<file path="config.mk">
export PLATFORM = sky130hd
export DESIGN_NAME = motor_feedback_multiturn_tracker
export DESIGN_NICKNAME = d
export VERILOG_FILES = /design/src/sv/mft_pkg.sv /design/src/sv/mft_fifo.sv /design/src/sv/mft_front.sv /design/src/sv/mft_back.sv /design/src/sv/motor_feedback_multiturn_tracker.sv
export SDC_FILE = /design/constraint.sdc
export NUM_CORES = 2
export LEC_CHECK = 0
export ABC_AREA = 1
export BUFFER_PORTS_ARGS = -buffer_cell sky130_fd_sc_hd__buf_2
export CAP_MARGIN = 20
export CORE_UTILIZATION = 25
export CTS_CLUSTER_SIZE = 30
export DETAILED_ROUTE_END_ITERATION = 10
export GPL_TIMING_DRIVEN = 0
export PLACE_DENSITY = 0.49
export SYNTH_ARGS = -nofsm -noshare
export SYNTH_HDL_FRONTEND = slang
export SYNTH_SLANG_ARGS = --single-unit
</file>
<file path="constraint.sdc">
create_clock -name clk_i -period 12.1 [get_ports clk_i]
set_input_delay 1.815 -clock clk_i [delete_from_list [all_inputs] [get_ports clk_i]]
set_output_delay 1.815 -clock clk_i [all_outputs]
set_load 0.1 [all_outputs]
</file>
<file path="src/sv/mft_pkg.sv">
// ----------------------------------------------------------------------------
// Multi-turn feedback tracker package
// Frame and result types and fixed constants shared by the tracker modules.
// ----------------------------------------------------------------------------
package mft_pkg;

  // One received feedback frame as it arrives at the push input.
  typedef struct packed {
    logic        bus_select;
    logic [10:0] frame_identifier;
    logic [7:0]  byte0;
    logic [7:0]  byte1;
    logic [7:0]  byte2;
    logic [7:0]  byte3;
    logic [7:0]  byte4;
    logic [7:0]  byte5;
    logic [7:0]  byte6;
  } frame_t;

  // One classified frame, handed from the front to the back.
  typedef struct packed {
    logic        bus;
    logic [2:0]  slot;
    logic [15:0] angle;
    logic [15:0] speed;
    logic [15:0] current;
    logic [7:0]  temp;
  } item_t;

  // One result beat.
  typedef struct packed {
    logic               out_bus;
    logic [2:0]         motor_slot;
    logic [15:0]        shaft_angle;
    logic signed [15:0] shaft_speed;
    logic signed [15:0] drive_current;
    logic [7:0]         temperature;
    logic signed [31:0] turn_count;
    logic signed [31:0] unwrapped_angle;
    logic               calibrating;
  } result_t;

  // Configuration register index, taken from paddr[2].
  typedef enum logic {
    REG_BASE_ID    = 1'b0,
    REG_CAL_FRAMES = 1'b1
  } reg_index_e;

  localparam int unsigned SLOT_STRIDE = 8;
  localparam int unsigned TURN_SHIFT  = 13;

  localparam logic signed [16:0] HALF_TURN = 17'sd4096;
  localparam logic [8:0]         COUNT_MAX = 9'd511;

  localparam logic [10:0] BASE_ID_RST    = 11'd513;
  localparam logic [7:0]  CAL_FRAMES_RST = 8'd50;

endpackage

</file>
<file path="src/sv/mft_fifo.sv">
// ----------------------------------------------------------------------------
// Tracker queue
// Small register-based first-in first-out queue with full and empty flags.
// ----------------------------------------------------------------------------
module mft_fifo #(
  parameter int unsigned W     = 8,
  parameter int unsigned DEPTH = 2
) (
  input  logic         clk_i,
  input  logic         rst_ni,
  input  logic         push_i,
  input  logic [W-1:0] data_i,
  output logic         full_o,
  input  logic         pop_i,
  output logic [W-1:0] data_o,
  output logic         empty_o
);

  localparam int unsigned PTR_W = (DEPTH > 1) ? $clog2(DEPTH) : 1;
  localparam int unsigned CNT_W = $clog2(DEPTH + 1);
  localparam logic [PTR_W-1:0] PTR_LAST = PTR_W'(DEPTH - 1);
  localparam logic [CNT_W-1:0] CNT_FULL = CNT_W'(DEPTH);

  logic [W-1:0]     mem_q [DEPTH];
  logic [PTR_W-1:0] wr_q, wr_d, rd_q, rd_d;
  logic [CNT_W-1:0] cnt_q, cnt_d;
  logic             do_push, do_pop;

  assign full_o  = (cnt_q == CNT_FULL);
  assign empty_o = (cnt_q == '0);
  assign data_o  = mem_q[rd_q];
  assign do_push = push_i && !full_o;
  assign do_pop  = pop_i && !empty_o;

  always_comb begin
    wr_d  = wr_q;
    rd_d  = rd_q;
    cnt_d = cnt_q;
    if (do_push) begin
      wr_d = (wr_q == PTR_LAST) ? '0 : wr_q + PTR_W'(1);
    end
    if (do_pop) begin
      rd_d = (rd_q == PTR_LAST) ? '0 : rd_q + PTR_W'(1);
    end
    case ({do_push, do_pop})
      2'b10:   cnt_d = cnt_q + CNT_W'(1);
      2'b01:   cnt_d = cnt_q - CNT_W'(1);
      default: cnt_d = cnt_q;
    endcase
  end

  always_ff @(posedge clk_i or negedge rst_ni) begin
    if (!rst_ni) begin
      wr_q  <= '0;
      rd_q  <= '0;
      cnt_q <= '0;
    end else begin
      wr_q  <= wr_d;
      rd_q  <= rd_d;
      cnt_q <= cnt_d;
    end
  end

  always_ff @(posedge clk_i) begin
    if (do_push) begin
      mem_q[wr_q] <= data_i;
    end
  end

endmodule

</file>
<file path="src/sv/mft_front.sv">
// ----------------------------------------------------------------------------
// Tracker front end
// Holds the configuration registers and classifies incoming frames by slot.
// ----------------------------------------------------------------------------
module mft_front
  import mft_pkg::*;
#(
  parameter int unsigned MOTOR_SLOTS = 7,
  parameter int unsigned BUS_COUNT   = 2
) (
  input  logic        clk_i,
  input  logic        rst_ni,
  input  logic        psel,
  input  logic        penable,
  input  logic        pwrite,
  input  logic [2:0]  paddr,
  input  logic [31:0] pwdata,
  output logic [31:0] prdata,
  output logic        pready,
  input  logic        frame_valid_i,
  input  frame_t      frame_i,
  output logic        item_valid_o,
  output item_t       item_o,
  output logic [7:0]  cal_frames_o
);

  localparam logic [10:0] SLOT_LIMIT = 11'(MOTOR_SLOTS);
  localparam logic [1:0]  BUS_LIMIT  = 2'(BUS_COUNT);

  logic [10:0] base_q, base_d;
  logic [7:0]  calf_q, calf_d;
  logic        wr_en;
  logic [10:0] diff;
  logic        hit;

  assign pready       = 1'b1;
  assign wr_en        = psel && penable && pwrite;
  assign cal_frames_o = calf_q;

  always_comb begin
    base_d = base_q;
    calf_d = calf_q;
    if (wr_en) begin
      case (paddr[2])
        REG_BASE_ID:    base_d = pwdata[10:0];
        REG_CAL_FRAMES: calf_d = pwdata[7:0];
        default:        base_d = base_q;
      endcase
    end
  end

  always_comb begin
    case (paddr[2])
      REG_BASE_ID:    prdata = {21'b0, base_q};
      REG_CAL_FRAMES: prdata = {24'b0, calf_q};
      default:        prdata = '0;
    endcase
  end

  always_ff @(posedge clk_i or negedge rst_ni) begin
    if (!rst_ni) begin
      base_q <= BASE_ID_RST;
      calf_q <= CAL_FRAMES_RST;
    end else begin
      base_q <= base_d;
      calf_q <= calf_d;
    end
  end

  // Drop frames outside the slot window or from a bus that is not fitted.
  assign diff = frame_i.frame_identifier - base_q;
  assign hit  = ({1'b0, frame_i.bus_select} < BUS_LIMIT)
             && (frame_i.frame_identifier >= base_q)
             && (diff < SLOT_LIMIT);

  assign item_valid_o   = frame_valid_i && hit;
  assign item_o.bus     = frame_i.bus_select;
  assign item_o.slot    = diff[2:0];
  assign item_o.angle   = {frame_i.byte0, frame_i.byte1};
  assign item_o.speed   = {frame_i.byte2, frame_i.byte3};
  assign item_o.current = {frame_i.byte4, frame_i.byte5};
  assign item_o.temp    = frame_i.byte6;

endmodule

</file>
<file path="src/sv/mft_back.sv">
// ----------------------------------------------------------------------------
// Tracker back end
// Per-slot state update (offset capture, turn counting) and total angle.
// ----------------------------------------------------------------------------
module mft_back
  import mft_pkg::*;
#(
  parameter int unsigned BUS_COUNT = 2
) (
  input  logic       clk_i,
  input  logic       rst_ni,
  input  logic       item_valid_i,
  input  item_t      item_i,
  output logic       item_pop_o,
  input  logic [7:0] cal_frames_i,
  output logic       res_push_o,
  output result_t    res_o,
  input  logic       res_full_i
);

  localparam int unsigned DEPTH = BUS_COUNT * SLOT_STRIDE;
  localparam int unsigned IDX_W = $clog2(DEPTH);

  logic [15:0] prev_q  [DEPTH];
  logic [15:0] off_q   [DEPTH];
  logic [31:0] turns_q [DEPTH];
  logic [8:0]  cnt_q   [DEPTH];

  logic [IDX_W-1:0]   idx;
  logic               a_ready, a_fire, a_cal;
  logic [8:0]         cnt, cnt_next;
  logic [15:0]        prev, off, off_next;
  logic [31:0]        turns, turns_next;
  logic signed [16:0] delta, diff;

  logic               b_valid_q, b_valid_d;
  item_t              b_item_q;
  logic [31:0]        b_turns_q;
  logic signed [16:0] b_diff_q;
  logic               b_cal_q;

  assign res_push_o = b_valid_q && !res_full_i;
  assign a_ready    = !b_valid_q || !res_full_i;
  assign a_fire     = item_valid_i && a_ready;
  assign item_pop_o = a_fire;

  assign idx   = IDX_W'({item_i.bus, item_i.slot});
  assign prev  = prev_q[idx];
  assign off   = off_q[idx];
  assign turns = turns_q[idx];
  assign cnt   = cnt_q[idx];

  always_comb begin
    a_cal    = (cnt <= {1'b0, cal_frames_i});
    cnt_next = (cnt == COUNT_MAX) ? cnt : cnt + 9'd1;
    delta    = $signed({1'b0, item_i.angle}) - $signed({1'b0, prev});
    off_next = a_cal ? item_i.angle : off;
    diff     = $signed({1'b0, item_i.angle}) - $signed({1'b0, off_next});
    turns_next = turns;
    if (!a_cal) begin
      if (delta > HALF_TURN) begin
        turns_next = turns - 32'd1;
      end else if (delta < -HALF_TURN) begin
        turns_next = turns + 32'd1;
      end
    end
  end

  always_ff @(posedge clk_i or negedge rst_ni) begin
    if (!rst_ni) begin
      for (int i = 0; i < DEPTH; i++) begin
        prev_q[i]  <= '0;
        off_q[i]   <= '0;
        turns_q[i] <= '0;
        cnt_q[i]   <= '0;
      end
    end else if (a_fire) begin
      prev_q[idx]  <= item_i.angle;
      off_q[idx]   <= off_next;
      turns_q[idx] <= turns_next;
      cnt_q[idx]   <= cnt_next;
    end
  end

  always_comb begin
    b_valid_d = b_valid_q;
    if (a_fire) begin
      b_valid_d = 1'b1;
    end else if (res_push_o) begin
      b_valid_d = 1'b0;
    end
  end

  always_ff @(posedge clk_i or negedge rst_ni) begin
    if (!rst_ni) begin
      b_valid_q <= 1'b0;
    end else begin
      b_valid_q <= b_valid_d;
    end
  end

  always_ff @(posedge clk_i) begin
    if (a_fire) begin
      b_item_q  <= item_i;
      b_turns_q <= turns_next;
      b_diff_q  <= diff;
      b_cal_q   <= a_cal;
    end
  end

  always_comb begin
    res_o.out_bus         = b_item_q.bus;
    res_o.motor_slot      = b_item_q.slot;
    res_o.shaft_angle     = b_item_q.angle;
    res_o.shaft_speed     = b_item_q.speed;
    res_o.drive_current   = b_item_q.current;
    res_o.temperature     = b_item_q.temp;
    res_o.turn_count      = b_turns_q;
    res_o.unwrapped_angle = {b_turns_q[31-TURN_SHIFT:0], TURN_SHIFT'(0)}
                          + {{(32-17){b_diff_q[16]}}, b_diff_q};
    res_o.calibrating     = b_cal_q;
  end

  // Hold a finished beat while the result queue is full.
  a_hold: assert property (@(posedge clk_i) disable iff (!rst_ni)
    b_valid_q && res_full_i |=> b_valid_q && $stable(b_turns_q))
    else $error("result beat lost while result queue full");

  // A calibration frame has zero angle offset, so total is whole turns only.
  a_cal_total: assert property (@(posedge clk_i) disable iff (!rst_ni)
    b_valid_q && b_cal_q |->
      res_o.unwrapped_angle == {b_turns_q[31-TURN_SHIFT:0], TURN_SHIFT'(0)})
    else $error("calibration total angle not whole turns");

  // Tracking frames move the turn counter by at most one.
  a_turn_step: assert property (@(posedge clk_i) disable iff (!rst_ni)
    a_fire |-> turns_next == turns || turns_next == turns + 32'd1
            || turns_next == turns - 32'd1)
    else $error("turn counter moved by more than one");

endmodule

</file>
<file path="src/sv/motor_feedback_multiturn_tracker.sv">
// ----------------------------------------------------------------------------
// Motor feedback multi-turn tracker
// Decodes motor feedback frames, captures offsets and counts whole turns.
// ----------------------------------------------------------------------------
// Each frame does one read-modify-write of slot state in the back end.
// Throughput: one frame per cycle unless a full result queue stalls it.
// Frames outside the slot window are taken and give no result.
// Reset: config returns to 513 / 50 and all slot state clears at once.
module motor_feedback_multiturn_tracker
  import mft_pkg::*;
#(
  parameter int unsigned MOTOR_SLOTS = 7,
  parameter int unsigned BUS_COUNT   = 2
) (
  input  logic        clk_i,
  input  logic        rst_ni,
  input  logic        psel,
  input  logic        penable,
  input  logic        pwrite,
  input  logic [2:0]  paddr,
  input  logic [31:0] pwdata,
  output logic [31:0] prdata,
  output logic        pready,
  input  logic        push,
  output logic        full,
  input  frame_t      frame_i,
  output logic        empty,
  input  logic        pop,
  output result_t     result_o
);

  localparam int unsigned QUEUE_DEPTH = 2;

  logic       item_valid, item_pop, iq_empty, res_push, res_full;
  item_t      item, iq_item;
  result_t    res;
  logic [7:0] cal_frames;

  mft_front #(
    .MOTOR_SLOTS(MOTOR_SLOTS),
    .BUS_COUNT  (BUS_COUNT)
  ) u_front (
    .clk_i        (clk_i),
    .rst_ni       (rst_ni),
    .psel         (psel),
    .penable      (penable),
    .pwrite       (pwrite),
    .paddr        (paddr),
    .pwdata       (pwdata),
    .prdata       (prdata),
    .pready       (pready),
    .frame_valid_i(push && !full),
    .frame_i      (frame_i),
    .item_valid_o (item_valid),
    .item_o       (item),
    .cal_frames_o (cal_frames)
  );

  mft_fifo #(
    .W    ($bits(item_t)),
    .DEPTH(QUEUE_DEPTH)
  ) u_item_q (
    .clk_i  (clk_i),
    .rst_ni (rst_ni),
    .push_i (item_valid),
    .data_i (item),
    .full_o (full),
    .pop_i  (item_pop),
    .data_o (iq_item),
    .empty_o(iq_empty)
  );

  mft_back #(
    .BUS_COUNT(BUS_COUNT)
  ) u_back (
    .clk_i       (clk_i),
    .rst_ni      (rst_ni),
    .item_valid_i(!iq_empty),
    .item_i      (iq_item),
    .item_pop_o  (item_pop),
    .cal_frames_i(cal_frames),
    .res_push_o  (res_push),
    .res_o       (res),
    .res_full_i  (res_full)
  );

  mft_fifo #(
    .W    ($bits(result_t)),
    .DEPTH(QUEUE_DEPTH)
  ) u_res_q (
    .clk_i  (clk_i),
    .rst_ni (rst_ni),
    .push_i (res_push),
    .data_i (res),
    .full_o (res_full),
    .pop_i  (pop),
    .data_o (result_o),
    .empty_o(empty)
  );

endmodule
</file>
==> results by group <==
Worst setup path
  – CP Capture Type: register
  – Max incr delay on CP: 0.95 ns
  – RR Endpoint: u_back.b_diff_q[15]
  – Worst EP required: 12.54 ns
  – Critical path class: reg2reg
  – Worst EP arrival: 11.29 ns
  – RR Startpoint: u_item_q.rd_q
  – Reg2reg setup slack: between 1 and 1.5 ns
  – CP max stage cell: nor2_2
  – Most used cell, CP: nand2_1
  – R2R depth: 35
  – CP max FO: 10
  – Startpoint Class: register

Synthesis
  – Simple-Gate Fraction of Synth Area: between 20% and 30%
  – Seq/Total Area, Yosys: 58.1%
  – Yosys cell types: 60
  – FFs w/ async S/R, synth: 71.4%
  – Synth top area cells: dfrtp_1, nand2_1, edfxtp_1, o21ai_0, inv_1
  – Adder-cell area share of the yosys netlist: 1.20%
  – Mux share of post-synthesis cell area: 0%
  – XOR/XNOR share of the synthesized area: 0.732%
  – Most common flop cell mapped by yosys: dfrtp_1
  – Synth Area per Inst: between 8 and 9 µm²
  – Compound-Gate Fraction of Synth Area: 11.1%
  – Mapped Cells: between 8k and 9k
  – Largest family of logic cells by synthesized area: simple AND/OR/NAND/NOR gates
  – Yosys top cell area share: 39.0%
  – Leading area contributor after synthesis: dfrtp_1
  – Cell Area, Synth: 0.0764 mm²
  – Yosys warns: 0
  – #FFs+latches synth: 1,676
  – Post-synth EDFFs: 480

Floorplan
  – Die Span Y: 555 µm
  – Chip Width: 555 µm
  – # rows: just over 200
  – Ports: 270
  – Die ar.: 0.308 mm²
  – Starting Density: about a quarter
  – Core area: 0.303 mm²

Global routing
  – Tot GR Track Use: 21.0%
  – Vias in the first global route: 63.5k
  – Largest net degree at the start of global routing: 169
  – Overflow after GRT: 0
  – First-pass GRT wire length: 468,000 µm
  – Initial antenna violation count: 28

Layout
  – Nets: 9,530
  – Commonest cells after routing, fill and taps aside: nand2_1, dfrtp_1, o21ai_0, edfxtp_1, inv_1
  – Share of cells above drive strength 1: 9.66%
  – Synth-to-layout area growth: 18.1%
  – Most common cell after layout, fill and taps aside: nand2_1

Timing
  – Final Max Tran Viols: 0
  – Fmax: 0.0922 GHz
  – Hold_ws: 0.425 ns
  – Fin crit share: roughly 90%
  – Unrepaired setup endpoints after global routing: no
  – Slew HR: 14.9%
  – Tmin final: 10.85 ns
  – Final Skew: about 0.12 ns
  – Fin Setup TNS: 0 ns
  – Endpoints failing setup: 0
  – Least-Margin Pin Slew: 1.28 ns
  – Count of final hold-check violations: 0

Clock tree
  – Clock slew at reported path FFs: 0.06 ns
  – H-tree depth: 4
  – Cts bufs inserted: 195
  – Post-CTS sizing: 0
  – CTS max path bufs: 4
  – CTS sink count: around 1.7k
  – Post-CTS Setup Bufs: 0
  – Clk Latency, worst-skew pair: 0.89 ns
  – CTS Root Cell: clkbuf_16
  – CTS Hold Bufs: 0
  – CTS tree: yes

Min path
  – Hold_sp: u_back.res_o[123]
  – WHS Endpoint: u_res_q.mem_q[0][123]
  – Hold Crit Depth: 0
  – Min-Delay Path Class: reg2reg

Routing
  – WL per Instance: roughly 25 µm
  – Drt pass-1 iters: 6
  – DR vias/cell: between 4 and 5
  – DR vias: between 60k and 70k
  – Post-route ant nets: 0
  – # DRC: 0
  – Final wirelength: about 330,000 µm
  – DR iter-0 viols: 8,227

Outcome
  – Outcome: finished clean

Place
  – Routability cong.: between 0.9 and 1
  – Port-buffer cells: between 200 and 250
  – DP HPWL: 238,000 µm

Flow run
  – Max cap viols: 0
flip-flops by register name, indices dropped and copies added (netlist names), 8 cells and up:
| register | flops |
|---|---|
| u_back.b_diff_q | 17 |
| u_back.prev_q | 256 |
| u_back.cnt_q | 144 |
| u_front.base_q | 11 |
| u_front.cal_frames_o | 8 |
| u_back.turns_q | 512 |
| u_res_q.mem_q | 250 |
| u_back.b_turns_q | 32 |
| u_back.res_o | 60 |
| u_item_q.mem_q | 120 |
| u_back.off_q | 256 |
cell usage after synthesis, types with 16 or more instances:
cell type and n:
o21ai_1 97, a22oi_1 174, o221ai_1 30, buf_6 30, o21ai_0 847, nand2_1 3971, buf_1 40, o22ai_1 141
or2_2 29, inv_1 416, buf_4 51, buf_2 116, xor2_1 34, a21oi_1 116, nand3_1 189, a221oi_1 16
dfrtp_1 1191, edfxtp_1 480, nor2_1 196, ha_1 67, nand4_1 47, a31oi_1 34, clkbuf_1 338, inv_2 28
stage by stage:
stage               util (%)  instance area [µm²]  setup WS (ns)  instances
finish                  29.7                90200           1.25      13500
global placement        27.2                82500         -17.73      13100
global route            29.7                90200           1.12      13500
CTS                     29.7                90100           1.53      13500
floorplan                  -                76400           5.57       8856
detailed placement      27.6                83700           1.54      13100
worst max-delay path: cells and delay by family, from the launching register on:
kind / cells / cell delay [ns]
DFF: 1 / 0.39
buffers and inverters: 8 / 3.80
AOI/OAI and AO/OA: 9 / 2.28
adders and majority gates: 2 / 0.72
and+or+nand+nor: 16 / 3.14
logic make-up after synthesis:
kind of cell / Yosys count
AOI/OAI and AO/OA: 1488
xor gates and xnor gates: 57
adders and majority gates: 71
buffers and inverters: 1031
DFF: 1676
other: 2
and+or+nand+nor: 4511
cell type report:
cell class              instances  area (µm²)
diodes                          4        10.0
plain buffers                 575        2720
clock buffers                 287        5680
clock inverters                62         708
fillers                     32200      213000
inverters                     456        1720
multi-input cells            6149       27700
flip-flops and latches       1676       44300
well taps                    3978        4980
repair buffers                296        2360
layer usage:
metal | wire length (µm) | global-route usage, % | vias to the layer above
met1 | 140000 | 28.6 | 33100
met3 | 32400 | 4.75 | 652
met2 | 143000 | 32.0 | 3521
met4 | 15300 | 8.73 | 20
li1 | - | - | 29700
met5 | 166 | 0.0469 | -
worst max-delay path by stage:
| stage | slack [ns] | to | from | depth (start not counted) |
|---|---|---|---|---|
| 2_1_floorplan | 5.57 | u_item_q.mem_q[0][0] | frame_i[56] | 14 |
| 3_3_place_gp | -17.73 | u_back.off_q[233] | rst_ni | 1 |
| 3_5_place_dp | 1.54 | u_back.b_diff_q[15] | u_item_q.rd_q | 35 |
| 4_1_cts | 1.53 | u_back.b_diff_q[15] | u_item_q.rd_q | 35 |
| 5_1_grt | 1.12 | u_back.b_diff_q[15] | u_item_q.rd_q | 35 |
| 6_report | 1.25 | u_back.b_diff_q[15] | u_item_q.rd_q | 35 |
Power is not shown: default switching activity piles up to over one toggle a cycle in this logic, so the estimate is an artifact.
